**src/rtl/bbrs_pkg.sv**
```systemverilog
// ============================================================================
// Bollinger band reversion signal package
// Widths, codes, sequencer states and shared types for the block.
// ============================================================================
`default_nettype none

package bbrs_pkg;

    // Window geometry.
    localparam int MAX_WINDOW = 64;
    localparam int PTR_W      = $clog2(MAX_WINDOW);
    localparam int LEN_W      = $clog2(MAX_WINDOW + 1);
    localparam int MIN_WINDOW = 2;

    // Data path widths.
    localparam int PRICE_W = 24;
    localparam int SUM_W   = 30;
    localparam int SQ_W    = 2 * PRICE_W + PTR_W;
    localparam int VAR_W   = SQ_W + LEN_W;
    localparam int K_W     = 12;
    localparam int K2_W    = 2 * K_W;
    localparam int MAG2_W  = 2 * SUM_W;
    localparam int KSHIFT  = 16;
    localparam int RHS_W   = K2_W + VAR_W;
    localparam int ACT_W   = 2;
    localparam int CFG_W   = 12;

    // Shared multiplier.
    localparam int MUL_W  = 32;
    localparam int PROD_W = 2 * MUL_W;

    // Reset values of the registers.
    localparam logic [LEN_W-1:0] WINDOW_LENGTH_RESET = LEN_W'(14);
    localparam logic [K_W-1:0]   BAND_WIDTH_K_RESET  = K_W'(512);

    typedef logic [MUL_W-1:0]   t_mul_op;
    typedef logic [PROD_W-1:0]  t_prod;
    typedef logic [SUM_W-1:0]   t_sum;
    typedef logic [SQ_W-1:0]    t_sq;
    typedef logic [VAR_W-1:0]   t_var;
    typedef logic [RHS_W-1:0]   t_rhs;
    typedef logic [LEN_W-1:0]   t_len;

    // Register indexes of the configuration port.
    typedef enum logic {
        CFG_WINDOW_LENGTH = 1'b0,
        CFG_BAND_WIDTH_K  = 1'b1
    } t_cfg_index;

    // Action codes of a result word.
    typedef enum logic [ACT_W-1:0] {
        ACT_NONE  = 2'd0,
        ACT_ENTER = 2'd1,
        ACT_EXIT  = 2'd2
    } t_action;

    // Sequencer states.
    typedef enum logic [3:0] {
        S_IDLE,
        S_OLD,
        S_NEW,
        S_SQ,
        S_NQL,
        S_NQH,
        S_NP,
        S_VAR,
        S_MAG,
        S_M2,
        S_KVL,
        S_KVH,
        S_SUM,
        S_DEC
    } t_state;

    // Commands from the sequencer to the price ring.
    typedef struct packed {
        logic clear;
        logic rd;
        logic adv;
    } t_ring_ctrl;

    // Status of the price ring.
    typedef struct packed {
        logic was_full;
        logic full;
    } t_ring_stat;

endpackage

`default_nettype wire

```
**src/rtl/bbrs_mul.sv**
```systemverilog
// ============================================================================
// Shared multiplier
// One unsigned 32 by 32 multiplier with a registered product, reused for
// every product of an item under control of the sequencer.
// ============================================================================
`default_nettype none

module bbrs_mul (
    input  wire                   i_clk,
    input  wire bbrs_pkg::t_mul_op i_a,
    input  wire bbrs_pkg::t_mul_op i_b,
    output bbrs_pkg::t_prod       o_p
);

    bbrs_pkg::t_prod r_p;

    // Product is registered and ready in the cycle after the operands are presented.
    always_ff @(posedge i_clk) begin
        r_p <= bbrs_pkg::PROD_W'(i_a) * bbrs_pkg::PROD_W'(i_b);
    end

    assign o_p = r_p;

endmodule

`default_nettype wire

```
**config.mk**
```make
export PLATFORM = sky130hd
export DESIGN_NAME = bbrs_mul
export DESIGN_NICKNAME = d
export VERILOG_FILES = /design/src/rtl/bbrs_pkg.sv /design/src/rtl/bbrs_mul.sv
export SDC_FILE = /design/constraint.sdc
export NUM_CORES = 2
export LEC_CHECK = 0
export BUFFER_PORTS_ARGS = -buffer_cell sky130_fd_sc_hd__buf_2
export CORE_ASPECT_RATIO = 1.4
export CORE_MARGIN = 4
export CORE_UTILIZATION = 55
export CTS_CLUSTER_DIAMETER = 30
export DETAILED_ROUTE_END_ITERATION = 10
export GPL_ROUTABILITY_DRIVEN = 0
export GPL_TIMING_DRIVEN = 0
export HOLD_SLACK_MARGIN = 0.03
export PLACE_DENSITY = 0.69
export RECOVER_POWER = 100
export SLEW_MARGIN = 20
export SYNTH_ARGS = -nofsm -noshare
export SYNTH_HDL_FRONTEND = slang
export SYNTH_SLANG_ARGS = --single-unit
```
**constraint.sdc**
```tcl
create_clock -name i_clk -period 16.76 [get_ports i_clk]
set_input_delay 1.676 -clock i_clk [delete_from_list [all_inputs] [get_ports i_clk]]
set_output_delay 1.676 -clock i_clk [all_outputs]
set_load 0.005 [all_outputs]
```
; Word level (Yosys, flattened, before mapping)
; Index checks and enable logic that the tools add are counted.
[totals]
reg_bits = 64
latch_bits = 0
mem_bits_rw = 0
rom_bits = 0
in_bits = 65
output_inout_bits = 64
n_memories = 0
[op_classes]
n_addsub = 0
multipliers = 1
div = 0
order_cmp = 0
eq_ne = 0
n_shift = 0
mux = 0
bitwise_logic = 0
reduce_logical = 0
[ops]
columns = operator, n
row1 = 32-bit by 32-bit multiplier with 64-bit output, 1

; Longest topological paths before layout
[logic_depth]
depth_word = 1
depth_mapped = 29
mapped_depth_nobuf = 27

; Worst setup path before layout
; No wires, ideal clock.
[synth_path]
path_kind = input -> register
from = input i_a[25]
to = register r_p[62], in the netlist o_p[62]
setup_time_ps = 72
t_arrival_ps = 8357
path_slack_ps = 8331
cell_stages = 25
n_path_buf = 2
cell_sequence = clkbuf_1 -> nand2_1 -> fa_1 -> inv_1 -> fa_1 -> inv_1 -> fa_1 -> inv_1 -> fa_1 -> fa_1 -> fa_1 -> fa_1 -> inv_1 -> fa_1 -> inv_1 -> ha_1 -> buf_2 -> nand4_1 -> or4_1 -> or3_1 -> a31oi_1 -> a31o_2 -> a211oi_1 -> o21ai_1 -> xor2_1
[synth_via]
elab_chain_cells = 1
[synth_rtl]
columns = element, line
row1 = from (decl), bbrs_mul.sv:10  ; input wire bbrs_pkg::t_mul_op i_a,
row2 = 32-bit by 32-bit multiplier with 64-bit output, bbrs_mul.sv:19  ; r_p <= bbrs_pkg::PROD_W'(i_a) * bbrs_pkg::PROD_W'(i_b);
row3 = to (signal assigned), bbrs_mul.sv:19
row4 = to (decl), bbrs_mul.sv:15  ; bbrs_pkg::t_prod r_p;
; Every way passes these cells.

; Final worst setup path
[layout_path]
from = input i_b[7]
to = register r_p[57], in the netlist o_p[57]
[layout_via]
elab_chain_cells = 1
[layout_rtl]
columns = element, line
row1 = from (decl), bbrs_mul.sv:11  ; input wire bbrs_pkg::t_mul_op i_b,
row2 = 32-bit by 32-bit multiplier with 64-bit output, bbrs_mul.sv:19
; Every way passes these cells.

==> results.toml <==
[clock_tree]
cts_inserted_buffers = 9
cts_setup_buffers = 0
cts.path.max_buffers = 2
cts_hold_buf = 0
clock-sinks = 64
cts_tree = "built"
root_buffer = "clkbuf_16"
cts.repair.resized = 0
htreeDepth = 3
clk_pin_slew_ns = 0.06

[route]
via_count = 27800
wire_per_inst_um = 27.1
vias_per_cell = 5.87
drtIter0Drc = 2668
antenna_violating_nets_post_route = 0
drc = 0
routed_wl_um = 128000
drtPass1Iterations = 5

[critical_path]
cp-startpoint = "i_b[7]"
critPathTopFamily = "adder cells"
path_depth = 23
worstSetupPathType = "in -> reg"
cp_slowest_stage_delay_ns = 1.38
path_cells = "buf_2 -> clkbuf_1 -> and2_0 -> fa_1 -> fa_1 -> fa_1 -> inv_1 -> fa_1 -> inv_1 -> ha_1 -> ha_1 -> fa_1 -> fa_1 -> ha_1 -> a21oi_1 -> nor2b_1 -> o21a_1 -> a2111oi_0 -> o31ai_4 -> a221oi_1 -> o31ai_1 -> nor4_1 -> a311oi_1"
slowest_stage = "a2111oi_0"
worstPathMaxFanout = 10
crit_top_cell = "fa_1"
required_ns = 16.93
worstSetupStartpointType = "primary input"
critPathArrivalTime_ns = 11.15
critPathBufInv = 4
end_kind = "flip-flop"

[min_path]
holdCritStartpoint = "i_b[0]"
min_path_type = "in -> reg"
hold_depth = 2

[layout]
regArea_um2 = 1280
fin_util = 0.587
multi_input_area_um2 = 29200
area_growth_pct = 5.48
final_common_cell = "fa_1"
final_cell_mix = "fa_1 (896), inv_1 (865), and2_1 (593)"
largest_reg_flops = 64
drive_gt1_frac = 0.0319
finalNetCount = 5111
fill_cells = 5643

[die]
num_rows = 108
ios = 129
die_h_um = 305
fp.coreArea_um2 = 62300
die_w_um = 220
dieArea_um2 = 67200
initial_core_util = 0.557

[sta]
holdWs_ns = 1.70
max_freq_mhz = 91.1
finalCritPeriodShare = 0.655
finalSetupViolations = 0
tns_ns = 0
hold_viol_final = 0
slew_headroom = -0.174
drv_slew = 4
worst_slew_pin_slew_ns = 1.72
fin_crit_ns = 10.98
rsz0062_at_grt = "false"

[synthesis]
synthArstFlopShare = 0
postSynthAreaPerCell_um2 = 9.25
seq_area_frac_synth = 0.0369
synth_edf_count = 0
ys_warn_count = 0
syn_inst = 3748
syn_area_um2 = 34700
synth_fp_nets = 4972
ys_types = 57
synthFlopType = "dfxtp_1"
ys_seq_elements = 64

[global_route]
grt_pass1_wl_um = 188000
grt_usage = 0.395
antenna_found_initial = 22
grt.overflow.total = 0
grt_pass1_vias = 29900
grt_max_degree = 12

[status]
outcome = "finished, violations left"
violations = "max-capacitance violations, max-slew violations"

[placement]
numPortBuffers = 128
dp_hpwl_um = 106000

[flow_run]
max-cap-violations = 1
-- per-layer routing --
metal,routed length [um],vias to the layer above,track usage
li1,-,11200,-
met1,38500,14000,0.409
met2,58500,1860,0.611
met3,13600,771,0.123
met4,17900,2,0.400
met5,13,-,0
-- kinds of logic after synthesis --
group | Yosys count | share of synthesized area
and+or+nand+nor | 1177 | 0.176
adders and majority gates | 1159 | 0.612
buffers and inverters | 1085 | 0.118
AOI/OAI and AO/OA | 202 | 0.0415
DFF | 64 | 0.0369
xor gates and xnor gates | 60 | 0.0152
muxes | 1 | 0.000289
-- synthesized netlist by cell type (4+ instances only) --
library cell | instances | share of area
o21bai_1 | 10 | 0.0022
o21ai_0 | 21 | 0.0030
buf_2 | 6 | 0.00087
clkbuf_1 | 213 | 0.023
and3_1 | 14 | 0.0025
a221o_1 | 4 | 0.0012
inv_1 | 865 | 0.094
xor2_1 | 25 | 0.0063
a31oi_1 | 12 | 0.0022
nor3_1 | 7 | 0.0010
o21a_1 | 9 | 0.0019
nand4_1 | 23 | 0.0041
a21oi_1 | 63 | 0.0091
fa_1 | 896 | 0.52
o21ai_1 | 5 | 0.00072
nand3_1 | 10 | 0.0014
xnor2_1 | 35 | 0.0088
dfxtp_1 | 64 | 0.037
nor2_1 | 20 | 0.0022
ha_1 | 263 | 0.095
a21o_1 | 40 | 0.0087
and2_1 | 602 | 0.11
nand2_1 | 480 | 0.052
-- cell type report --
| type | count | area share |
|---|---|---|
| diodes | 22 | 0.00151 |
| plain buffers | 220 | 0.0229 |
| clock buffers | 11 | 0.00664 |
| clock inverters | 5 | 0.00219 |
| inverters | 865 | 0.0888 |
| multi-input cells | 2599 | 0.799 |
| flip-flops and latches | 64 | 0.0350 |
| well taps | 825 | 0.0282 |
| repair buffers | 128 | 0.0162 |
-- path summary, 6_finish.rpt --
| check | endpoint | slack [ns] |
|---|---|---|
| worst max-delay path | o_p[57] | 5.78 |
| worst min-delay path | o_p[0] | 1.70 |
-- per-stage QoR --
stage               setup WS [ns]  cells  area, um^2
global placement             6.65   4701       36300
global route                 5.51   4721       36500
CTS                          6.96   4717       36700
floorplan                    8.33   3748       34700
detailed placement           6.57   4701       36300
finish                       5.78   4739       36600
Power is left out: the tool's default activity adds up to more than one toggle a clock period on the data nets, which glitch-free logic cannot reach.
